`config.mk`:
```
export PLATFORM = sky130hd
export DESIGN_NAME = gchf_div
export DESIGN_NICKNAME = d
export VERILOG_FILES = /design/src/hdl/gchf_pkg.sv /design/src/hdl/gchf_div.sv
export SDC_FILE = /design/constraint.sdc
export NUM_CORES = 1
export LEC_CHECK = 0
export ABC_AREA = 1
export CORE_AREA = 2 2 79 81
export CTS_CLUSTER_SIZE = 12
export DETAILED_ROUTE_END_ITERATION = 6
export DIE_AREA = 0 0 81 83
export DONT_BUFFER_PORTS = 1
export GPL_TIMING_DRIVEN = 0
export PLACE_DENSITY_LB_ADDON = 0.25
export SYNTH_ARGS = -nofsm -noshare
export SYNTH_HDL_FRONTEND = slang
export SYNTH_SLANG_ARGS = --single-unit
```
`constraint.sdc`:
```
create_clock -name clock -period 2.35 [get_ports clock]
set_input_delay 0.1175 -clock clock [delete_from_list [all_inputs] [get_ports clock]]
set_output_delay 0.1175 -clock clock [all_outputs]
set_load 0.1 [all_outputs]
```
`src/hdl/gchf_pkg.sv`:
```
// Shared constants, payload types, state encoding and helpers for the cell height features block.
`timescale 1ns / 1ps
package gchf_pkg;

   localparam int MAX_POINTS  = 256;
   localparam int RING_COUNT  = 64;
   localparam int OUTLIER_GAP = 50;

   localparam int ADDR_W   = $clog2(MAX_POINTS);
   localparam int CNT_W    = $clog2(MAX_POINTS + 1);
   localparam int SUM_W    = 16 + ADDR_W + 1;
   localparam int SZ_W     = SUM_W + 1;
   localparam int PRD_W    = 16 + CNT_W + 1;
   localparam int OD_W     = SUM_W + 3;
   localparam int ACC_W    = OD_W + ADDR_W;
   localparam int CMP_W    = ACC_W + 4;
   localparam int MN_W     = 2 * CNT_W;
   localparam int DVS_W    = CNT_W + 1;
   localparam int DIVN_W   = SZ_W + 6;
   localparam int RING_IDX_W = (RING_COUNT > 1) ? $clog2(RING_COUNT) : 1;
   localparam int RCNT_W   = $clog2(RING_COUNT + 1);
   localparam int CSR_IDX_W = 3;

   // register indexes
   localparam logic [CSR_IDX_W-1:0] CSR_GROUND_Z   = 3'd0;
   localparam logic [CSR_IDX_W-1:0] CSR_HOLLOW_MIN = 3'd1;
   localparam logic [CSR_IDX_W-1:0] CSR_HOLLOW_MAX = 3'd2;
   localparam logic [CSR_IDX_W-1:0] CSR_DEV_THR    = 3'd3;
   localparam logic [CSR_IDX_W-1:0] CSR_UPPER_RING = 3'd4;

   // cell_flags bit positions
   localparam int FLG_INVALID      = 0;
   localparam int FLG_NEAR         = 1;
   localparam int FLG_NOT_HOLLOW   = 2;
   localparam int FLG_ABOVE_DEV    = 3;
   localparam int FLG_BELOW_DEV    = 4;
   localparam int FLG_ABOVE_SENSOR = 5;
   localparam int FLG_IN_RANGE     = 6;
   localparam int FLG_OVERFLOW     = 7;

   localparam logic [DIVN_W-1:0] MEAN_POS_LIM = DIVN_W'(524287);
   localparam logic [DIVN_W-1:0] MEAN_NEG_LIM = DIVN_W'(524288);

   typedef enum logic [3:0] {
      ST_IDLE,
      ST_SLOT_RD,
      ST_SLOT_CHK,
      ST_SLOT_DEC,
      ST_DEV,
      ST_MN,
      ST_THR,
      ST_DIV_GO,
      ST_DIV_WAIT,
      ST_OUT
   } state_type;

   typedef struct packed {
      logic              action;
      logic signed [15:0] pos_x;
      logic signed [15:0] pos_y;
      logic signed [15:0] pos_z;
      logic [5:0]        ring_index;
      logic              near_range;
      logic              last_point;
   } req_payload_type;

   typedef struct packed {
      logic [8:0]         point_count;
      logic [7:0]         cell_flags;
      logic [6:0]         ring_count;
      logic signed [15:0] least_x;
      logic signed [15:0] most_x;
      logic signed [15:0] least_y;
      logic signed [15:0] most_y;
      logic signed [15:0] least_z;
      logic signed [15:0] most_z;
      logic signed [19:0] mean_x;
      logic signed [19:0] mean_y;
      logic signed [19:0] mean_z;
   } rsp_payload_type;

   // clamp a rounded magnitude to the 20-bit signed mean and apply the sign
   function automatic logic signed [19:0] sat_mean(logic [DIVN_W-1:0] q, logic neg);
      logic signed [19:0] r;
      if (!neg) begin
         r = (q > MEAN_POS_LIM) ? 20'sh7FFFF : q[19:0];
      end else begin
         r = (q > MEAN_NEG_LIM) ? 20'sh80000 : (~q[19:0] + 20'd1);
      end
      return r;
   endfunction

endpackage

```
`src/hdl/gchf_div.sv`:
```
// Restoring divider, one quotient bit per cycle, for the rounded means.
`timescale 1ns / 1ps
module gchf_div (
   input  logic                        clock,
   input  logic                        reset,
   input  logic                        start,
   input  logic [gchf_pkg::DIVN_W-1:0] dividend,
   input  logic [gchf_pkg::DVS_W-1:0]  divisor,
   output logic                        busy,
   output logic                        done,
   output logic [gchf_pkg::DIVN_W-1:0] quotient
);
   import gchf_pkg::*;

   localparam int REM_W = DVS_W + 1;
   localparam int ITER_W = $clog2(DIVN_W + 1);

   logic [REM_W-1:0]  rem_ff;
   logic [DIVN_W-1:0] quo_ff;
   logic [DVS_W-1:0]  dvs_ff;
   logic [ITER_W-1:0] cnt_ff;
   logic              busy_ff;
   logic              done_ff;
   logic [REM_W-1:0]  rem_sh;
   logic              fits;

   assign rem_sh = {rem_ff[REM_W-2:0], quo_ff[DIVN_W-1]};
   assign fits   = rem_sh >= {1'b0, dvs_ff};

   always_ff @(posedge clock) begin
      if (reset) begin
         busy_ff <= 1'b0;
         done_ff <= 1'b0;
      end else begin
         done_ff <= busy_ff && (cnt_ff == ITER_W'(1));
         if (start) begin
            busy_ff <= 1'b1;
         end else if (busy_ff && (cnt_ff == ITER_W'(1))) begin
            busy_ff <= 1'b0;
         end
      end
   end

   always_ff @(posedge clock) begin
      if (start) begin
         quo_ff <= dividend;
         dvs_ff <= divisor;
         rem_ff <= '0;
         cnt_ff <= ITER_W'(DIVN_W);
      end else if (busy_ff) begin
         rem_ff <= fits ? (rem_sh - {1'b0, dvs_ff}) : rem_sh;
         quo_ff <= {quo_ff[DIVN_W-2:0], fits};
         cnt_ff <= cnt_ff - ITER_W'(1);
      end
   end

   assign busy     = busy_ff;
   assign done     = done_ff;
   assign quotient = quo_ff;

endmodule

```
# Word-level counts from Yosys, hierarchy flattened
# Index checks and enable logic that the tools add are counted.
# classes
n_eq_ne,1
n_addsub,2
n_mux,5
order_cmp,1
reduce_logical,3
# ops
operator,count
32-bit 2-to-1 mux,2
11-bit by 10-bit greater-or-equal comparator with 1-bit output,1
10-bit 2-to-1 mux,1
10-bit subtractor,1
6-bit by 1-bit equality test with 1-bit output (second input constant),1
6-bit by 1-bit subtractor with 6-bit output (second input constant),1
2-bit nonzero test,2
1-bit 2-to-1 mux,2
1-bit logical AND,1
# totals
reg_bits,60
in_bits,45
word_cells,18
out_inout_bits,34

# Logic depth before layout (Yosys ltp)
# Gate-level depths: netlist (run 1).
# logic_depth
depth_word,4
mapped_depth,14
depth_no_buf,14

# Worst setup path after synthesis (run 1)
# No wires, ideal clock.
# synth_timing
path_type,reg-to-reg
start,"register busy_ff, in the netlist busy"
end,"register quo_ff[0], in the netlist quotient[0], enable pin"
n_path_buf,0
t_arrival_ns,2.078
stages_incl_launch_ff,3
setup_ns,0.389
synth_period_minus_slack_ns,2.467
required_ns,1.961
slack_ns,-0.117
cell_sequence,dfxtp_1 -> nor2_1 -> inv_1
# synth_via
elab_chain_len,1
# synth_rtl
element,line,rtl
from (decl),gchf_div.sv:22,logic busy_ff;
from (signal assigned),gchf_div.sv:32,busy_ff <= 1'b0;
from (signal assigned),gchf_div.sv:37,busy_ff <= 1'b1;
from (signal assigned),gchf_div.sv:39,busy_ff <= 1'b0;
2-bit nonzero test (no source line),--,
to (signal assigned),gchf_div.sv:46,quo_ff <= dividend;
to (signal assigned),gchf_div.sv:52,"quo_ff <= {quo_ff[DIVN_W-2:0], fits};"
to (decl),gchf_div.sv:19,logic [DIVN_W-1:0] quo_ff;
# No other way between the ends.
# A chain may end at the register's enable or synchronous reset.

# Final worst setup path (run 1)
# layout_timing
start,"register quo_ff[31], in the netlist quotient[31]"
end,register rem_ff[4]
# layout_via
elab_chain_len,2
elab_cells_between_ends,3
classes_between,add/sub (1); order compare (1); mux (1)
# layout_rtl
element,line,rtl
10-bit subtractor or 11-bit by 10-bit greater-or-equal comparator with 1-bit output (tied branches),"gchf_div.sv:51, gchf_div.sv:28",
10-bit 2-to-1 mux (*),gchf_div.sv:51,"rem_ff <= fits ? (rem_sh - {1'b0, dvs_ff}) : rem_sh;"
to (signal assigned),gchf_div.sv:51,
to (decl),gchf_div.sv:18,logic [REM_W-1:0] rem_ff;
# Mark *: on every way between the ends. The rest lies on a longest branch, timed or not.

==> summary.md, run 1 <==
| Metric | Value |
|---|---|
| Number of nets in the finished design | 500 |
| TritonCTS buffer count | 9 |
| Insertion delay of the later-clocked pin in the worst-skew pair | 0.34 ns |
| Startpoint of the most critical register-to-register path | quotient[31]$_DFFE_PP_ |
| Clock Path Buffers | 2 |
| CP Max Fanout | 6 |
| Crit Path Class | reg2reg |
| Initial antenna violation count | 0 |
| Kind of path behind the tightest hold check | in2reg |
| Final critical-path setup slack | -0.03879 ns |
| Global placer's final weighted congestion | 0.8664 |
| Average wire per cell in the routed design | 15.17 um |
| Cell Pwr Density | 720.5 mW/mm^2 |
| Share of the cycle needed by the critical path after routing | 101.7% |
| Floorplan die area | 0.006723 sq mm |
| Critical path endpoint category | flop |
| Worst reg2reg setup slack | -0.04 ns |
| Global router's overall resource usage | 25.01% |
| Syn_nets | 432 |
| Die width | 81 um |
| Startpoint types | flop |
| CTS tree | yes |
| Iteration count of the initial detailed-routing pass | 4 |
| Endpoints failing hold | 0 |
| EDFF count, synth | 42 |
| Arrival time of data at the critical path endpoint | 2.60 ns |
| Die Y-Extent | 83 um |
| Total number of vias | 2,688 |
| Worst-margin pin slew | 1.204 ns |
| Run status | complete, but fails checks |
| Reported leakage power | 1.936 nW |
| Most frequent cells after synthesis | sky130_fd_sc_hd__nand2_1 (161), sky130_fd_sc_hd__inv_1 (47), sky130_fd_sc_hd__edfxtp_1 (42) |
| Hold-critical path depth | 2 |
| Placed instance area | 0.003219 sq mm |
| Sequential-to-total area share from yosys stat | 51.94% |
| Grt total ovfl | 0 |
| Post-Synthesis Cells | 374 |
| Relative area change from synthesis to final layout | 28.70% |
| Count of distinct cell types in the synthesized netlist | 35 |
| Initial DRC count | 148 |
| Core box area | 0.005816 sq mm |
| Failing checks | negative setup slack |
| Slowest cell on the critical path | sky130_fd_sc_hd__edfxtp_1 |
| Worst Hold Path EP | quotient[0]$_DFFE_PP_ |
| Reg clk slew, reported paths | 0.07 ns |
| Antenna diodes | 0 |
| Largest incremental delay on the critical path | 0.97 ns |
| Drt via density | 5.149 |
| Clock root buffer | sky130_fd_sc_hd__clkbuf_8 |
| Maximum resistive drop on vdd | 0.6013 mV |
| Layout cells sized above 1 | 14.09% |
| WL final | 7917 um |
| Capturing point of the worst reg2reg path | rem_ff[4]$_SDFFE_PP0P_ |
| Total Neg Setup Slack | -0.2103 ns |
| Async S/R FF share, synth | 0% |
| Synthesized flop and latch total | 60 |
| Worst Setup Slack post-DPL | -0.5626 ns |
| Ordered cell list for the critical path | inv_2 -> ha_4 -> nand2_2 -> nor2_4 -> nand2_2 -> nor2_4 -> nor2_4 -> buf_6 -> nand3_2 -> nand3_1 -> o21ai_1 |
| Final critical-path required period | 2.389 ns |
| Hold wc startpoint | dividend[0] |
| # Max-Cap Violations | 0 |
| Placed Cells incl. Taps | 449 |
| Yosys warnings | 0 |
| Worst reg2reg path depth | 11 |
| I/O Pins | 79 |
| Top cell type's share of synthesized area | 40.40% |
| Clock Skews | 0.01116 ns |
| DPL Wire Length | 4434 um |
| Effective utilization at floorplan | 53.68% |
| Number of H-tree levels | 3 |
| Per-instance average area after synthesis | 8.347 sq um |
| DRC violations left | 0 |
| Cell accounting for the most synthesized area | sky130_fd_sc_hd__edfxtp_1 |
| Post-Synthesis Cell Area | 0.003122 sq mm |
| Area contributors post-synth | sky130_fd_sc_hd__edfxtp_1 (40%), sky130_fd_sc_hd__nand2_1 (19%), sky130_fd_sc_hd__dfxtp_1 (12%) |
| Most common cell type on the critical path | sky130_fd_sc_hd__nor2_4 |
| Pin count of the biggest net entering global routing | 19 |
| Number of global-route vias before repair | 2,695 |
| Primary FF master, synth | sky130_fd_sc_hd__edfxtp_1 |
| Max-Slew Margin vs Limit | 19.60% |
| Highest clock rate | 418.6 MHz |
| Number of sinks handled by clock tree synthesis | 60 |
| ANT nets after route | 0 |
| Count of pins over their slew limit | 0 |
| Port Buf Inserts | 0 |
| First-pass GRT wire length | 12,790 um |
| Required time of the critical path | 2.56 ns |
| Utilization of the core after routing | 69.08% |
| Origin of the worst setup path | quotient[31]$_DFFE_PP_ |
| Final Instance Count excl. Fillers | 522 |
| Fill cells | 463 |
| Final design instance area without fill | 0.004018 sq mm |
| Total setup violations reported at the end of the flow | 9 |
| Dominant cell by count in the synthesized netlist | sky130_fd_sc_hd__nand2_1 |
| Setup repair after global routing missed its margin | true |
| Number of rows created at floorplan | 28 |
area by class of cell:
cell class / instances / area [sq um] / area share, %
timing repair buffer: 55 / 539.3 / 13.42
tap: 75 / 93.84 / 2.336
clock inverter: 3 / 13.76 / 0.3426
sequential: 60 / 1622 / 40.36
inverter: 49 / 190.2 / 4.734
buffer: 9 / 56.30 / 1.401
clock buffer: 13 / 138.9 / 3.457
multi-input combinational: 257 / 1356 / 33.76
timing repair inverter: 1 / 7.507 / 0.1869
stage by stage:
stage	total power, W	hold WS [ns]
finish	0.002894	0.06291
floorplan	0.001945	0.1890
detailed placement	0.002015	0.1913
CTS	0.002866	0.05814
global placement	0.002008	0.1924
global route	0.003015	0.08672
layout by cell type, fill, tap and decap left out, types with 5 or more instances in the layout:
cell type / count
sky130_fd_sc_hd__a21oi_1: 6
sky130_fd_sc_hd__buf_4: 7
sky130_fd_sc_hd__buf_6: 8
sky130_fd_sc_hd__clkbuf_1: 10
sky130_fd_sc_hd__clkbuf_8: 9
sky130_fd_sc_hd__dfxtp_1: 18
sky130_fd_sc_hd__dlygate4sd3_1: 43
sky130_fd_sc_hd__edfxtp_1: 42
sky130_fd_sc_hd__ha_1: 11
sky130_fd_sc_hd__inv_1: 44
sky130_fd_sc_hd__nand2_1: 158
sky130_fd_sc_hd__nand2_2: 5
sky130_fd_sc_hd__nand3_1: 14
sky130_fd_sc_hd__nand3_2: 9
sky130_fd_sc_hd__nor2_1: 15
sky130_fd_sc_hd__o21ai_1: 5
power by group:
group / leakage, nW / switching, W / internal, W / total [W]
Combinational: 1.28 / 0.000224 / 0.000181 / 0.000405
Sequential: 0.573 / 0.000489 / 0.00124 / 0.00173
Clock: 0.0788 / 0.000383 / 0.000377 / 0.000760
Total: 1.94 / 0.00110 / 0.00180 / 0.00289
metal layers:
metal / global-route usage, % / wire [um] / share of wire, %
met1: 29.42 / 3089 / 39
met2: 42.75 / 4132 / 52
met3: 6.739 / 528 / 6.7
met4: 9.707 / 167 / 2.1
met5: 0 / 0 / 0
worst max path at each step:
| stage | to | slack [ns] | cells after the start |
|---|---|---|---|
| 6_report | rem_ff[4]$_SDFFE_PP0P_ | -0.04 | 11 |
| 5_1_grt | rem_ff[6]$_SDFFE_PP0P_ | -0.13 | 14 |
| 4_1_cts | rem_ff[1]$_SDFFE_PP0P_ | 0.002 | 10 |
| 3_5_place_dp | quotient[7]$_DFFE_PP_ | -0.56 | 2 |
| 3_3_place_gp | quotient[13]$_DFFE_PP_ | -0.60 | 2 |
| 2_1_floorplan | quotient[0]$_DFFE_PP_ | 0.02 | 9 |
sequential cells by signal (all words and copies together) (netlist names):
name,count
done,1
quotient,32
cnt_ff,6
rem_ff,10
busy,1
dvs_ff,10
cells by family after synthesis:
| group | share of synthesized area [%] |
|---|---|
| flops | 51.94 |
| xor+xnor | 1.122 |
| buf+inv | 7.575 |
| compound gates | 3.207 |
| simple gates | 30.70 |
| fa+ha+maj | 5.451 |
repair_timing:
item / in CTS / in global routing
cloned: 2 / 1
resized for setup: 15 / 15
pin swaps: 3 / 9
endpoints found under the setup margin: 43 / 11
setup buffers: 9 / 7
hold buffers: 43 / 0
endpoints found under the hold margin: 60 / 0
critical path: cells and delay by family (launching register included):
kind	cells	cell delay, ns
AOI/OAI and AO/OA	1	0.07
adders and majority gates	1	0.29
buffers and inverters	2	0.33
DFF	1	0.97
and+or+nand+nor	7	0.61
Note: power is estimated with default switching activity, not from simulation.
==> run 2, diff against run 1 <==
Settings changed: PLACE_DENSITY set to 0.68, PLACE_DENSITY_LB_ADDON 0.25 to not set.
==> run 2 against run 1 <==
Against the previous run:
- the flow still finishes with violations (negative setup slack)
- combinational power about the same
- clock-buffer cell count shrank 2
- non-clock buffer count fell by 2
- register-to-register slack about the same
- sequential power is essentially flat
- sequential share of layout area is 0.25 points lower
- worst setup slack better by 0.0032 ns
- via count fell by 1.3%
- die area unchanged
- critical path depth unchanged
- worst hold slack worse by 0.0051 ns
- routed wire length down 1.5%
- largest cell class unchanged
- largest power group unchanged
==> summary.md, run 2 (same netlist as run 1, synthesis figures left out) <==
| Metric | Value |
|---|---|
| Run status | complete, but fails checks (unchanged) |
| Failing checks | negative setup slack (unchanged) |
| Total setup violations reported at the end of the flow | 6 (was 9) |
| Arrival time of data at the critical path endpoint | 2.66 ns (was 2.60 ns) |
| Final critical-path required period | 2.386 ns (was 2.389 ns) |
| Global placer's final weighted congestion | 0.8534 (was 0.8664) |
| Highest clock rate | 419.2 MHz (was 418.6 MHz) |
| Count of pins over their slew limit | 0 (unchanged) |
| Number of global-route vias before repair | 2,682 (was 2,695) |
| Clock Path Buffers | 2 (unchanged) |
| Number of rows created at floorplan | 28 (unchanged) |
| Iteration count of the initial detailed-routing pass | 7 (was 4) |
| Insertion delay of the later-clocked pin in the worst-skew pair | 0.35 ns (was 0.34 ns) |
| ANT nets after route | 0 (unchanged) |
| Startpoint types | flop (unchanged) |
| CTS tree | yes (unchanged) |
| Grt total ovfl | 0 (unchanged) |
| Worst Setup Slack post-DPL | -0.6568 ns (was -0.5626 ns) |
| Worst reg2reg path depth | 11 (unchanged) |
| CP Max Fanout | 4 (was 6) |
| Drt via density | 5.102 (was 5.149) |
| DPL Wire Length | 4395 um (was 4434 um) |
| Crit Path Class | reg2reg (unchanged) |
| Port Buf Inserts | 0 (unchanged) |
| Number of sinks handled by clock tree synthesis | 60 (unchanged) |
| Die Y-Extent | 83 um (unchanged) |
| Clock root buffer | sky130_fd_sc_hd__clkbuf_8 (unchanged) |
| Clock Skews | 0.01039 ns (was 0.01116 ns) |
| Most frequent cells in the layout | sky130_fd_sc_hd__nand2_1 (156), sky130_fd_sc_hd__inv_1 (44), sky130_fd_sc_hd__dlygate4sd3_1 (43) (was sky130_fd_sc_hd__nand2_1 (158), sky130_fd_sc_hd__inv_1 (44), sky130_fd_sc_hd__dlygate4sd3_1 (43)) |
| Most common cell after layout, fill and taps aside | sky130_fd_sc_hd__nand2_1 (unchanged) |
| Required time of the critical path | 2.62 ns (was 2.56 ns) |
| Reg clk slew, reported paths | 0.07 ns (about the same) |
| Kind of path behind the tightest hold check | in2reg (unchanged) |
| Number of nets in the finished design | 498 (was 500) |
| Cell Pwr Density | 732.3 mW/mm^2 (was 720.5 mW/mm^2) |
| Core box area | 0.005816 sq mm (unchanged) |
| Setup repair after global routing missed its margin | true (unchanged) |
| WL final | 7795 um (was 7917 um) |
| Antenna diodes | 0 (unchanged) |
| # Max-Cap Violations | 0 (unchanged) |
| Average wire per cell in the routed design | 14.99 um (was 15.17 um) |
| Total Power Consumption | 0.002960 W (was 0.002894 W) |
| Floorplan die area | 0.006723 sq mm (unchanged) |
| Hold-critical path depth | 2 (unchanged) |
| Worst-margin pin slew | 1.194 ns (was 1.204 ns) |
| DRC violations left | 0 (unchanged) |
| Hold Slack | 0.05782 ns (was 0.06291 ns) |
| Relative area change from synthesis to final layout | 29.50% (was 28.70%) |
| Layout cells sized above 1 | 14.83% (was 14.09%) |
| Total number of vias | 2,653 (was 2,688) |
| Reported leakage power | 1.937 nW (was 1.936 nW) |
| Share of the cycle needed by the critical path after routing | 101.5% (was 101.7%) |
| Flip-flop and latch area | 0.001622 sq mm (unchanged) |
| Number of H-tree levels | 3 (unchanged) |
| Area used by multi-input combinational logic | 0.001366 sq mm (was 0.001356 sq mm) |
| Critical path endpoint category | flop (unchanged) |
| Maximum resistive drop on vdd | 0.6127 mV (was 0.6013 mV) |
| First-pass GRT wire length | 12,480 um (was 12,790 um) |
| TritonCTS buffer count | 9 (unchanged) |
| Initial antenna violation count | 0 (unchanged) |
| Max-Slew Margin vs Limit | 20.26% (was 19.60%) |
| I/O Pins | 79 (unchanged) |
| Die width | 81 um (unchanged) |
| Fill cells | 470 (was 463) |
| Effective utilization at floorplan | 53.68% (unchanged) |
| Global router's overall resource usage | 24.31% (was 25.01%) |
| Number of flip-flops in the largest register | 32 (unchanged) |
| Initial DRC count | 163 (was 148) |
| Endpoints failing hold | 0 (unchanged) |
| Pin count of the biggest net entering global routing | 19 (unchanged) |
| Final critical-path setup slack | -0.03559 ns (was -0.03879 ns) |
[run 2: cell types whose count changed in the layout (fill, tap and decap cells not counted), sizes merged]
cell      delta
clkbuf       -2
buf          -2
clkinvlp     +2
[run 2: worst max-delay path: stages (launching register included)]
cell and delay, ns:
sky130_fd_sc_hd__edfxtp_1 0.80, sky130_fd_sc_hd__inv_2 0.24, sky130_fd_sc_hd__ha_4 0.16, sky130_fd_sc_hd__inv_4 0.04, sky130_fd_sc_hd__fa_2 0.37, sky130_fd_sc_hd__nand3_2 0.10
sky130_fd_sc_hd__nand3_4 0.10, sky130_fd_sc_hd__buf_4 0.15, sky130_fd_sc_hd__xnor2_2 0.12, sky130_fd_sc_hd__nand2_1 0.06, sky130_fd_sc_hd__nand3_1 0.06, sky130_fd_sc_hd__o21ai_1 0.10
[run 2: power by group]
| part | switching (W) | leakage [nW] | internal (W) |
|---|---|---|---|
| clock | 0.000420 | 0.0828 | 0.000404 |
| combinational | 0.000224 | 1.28 | 0.000184 |
| sequential | 0.000488 | 0.573 | 0.00124 |
[run 2: layer usage]
| layer | vias to the layer above | global-route usage [%] | routed length (um) |
|---|---|---|---|
| met4 | 0 | 10.32 | 233 |
| li1 | 1320 | - | - |
| met1 | 1220 | 28.28 | 3067 |
| met3 | 23 | 6.848 | 474 |
| met5 | - | 0 | 0 |
| met2 | 90 | 41.25 | 4019 |
[run 2: timing repair]
| action | 4_1_cts | 5_1_grt |
|---|---|---|
| buffers inserted | 9 | 1 |
| setup endpoints to repair | 43 | 11 |
| gates cloned | 2 | 1 |
| resized for setup | 11 | 24 |
| hold endpoints to repair | 60 | 0 |
| pin swaps | 0 | 5 |
| hold buffers | 43 | 0 |
[run 2: area by class of cell]
class | instances | area share, %
well taps | 75 | 2.321
multi-input cells | 257 | 33.80
clock buffers | 11 | 3.497
inverters | 49 | 4.704
clock inverters | 5 | 0.7119
repair inverters | 1 | 0.1857
plain buffers | 9 | 1.609
repair buffers | 53 | 13.06
flip-flops and latches | 60 | 40.11
[run 2: per-stage QoR]
stage | instance area, sq um | TNS, ns | util (%) | cells
6_report | 4043 | -0.1033 | 69.51 | 520
3_5_place_dp | 3219 | -23.27 | 55.36 | 449
3_3_place_gp | 3219 | -23.02 | 55.36 | 449
2_1_floorplan | 3126 | 0 | - | 374
5_1_grt | 4043 | -0.9020 | 69.51 | 520
4_1_cts | 3931 | -0.07409 | 67.60 | 519
[run 2: final timing paths]
kind,start,end,slack [ns]
setup reg to reg,quotient[31]$_DFFE_PP_,rem_ff[4]$_SDFFE_PP0P_,-0.04
hold reg to reg,rem_ff[6]$_SDFFE_PP0P_,rem_ff[6]$_SDFFE_PP0P_,0.47
setup / recovery,quotient[31]$_DFFE_PP_,rem_ff[4]$_SDFFE_PP0P_,-0.04
hold / removal,dividend[0],quotient[0]$_DFFE_PP_,0.06
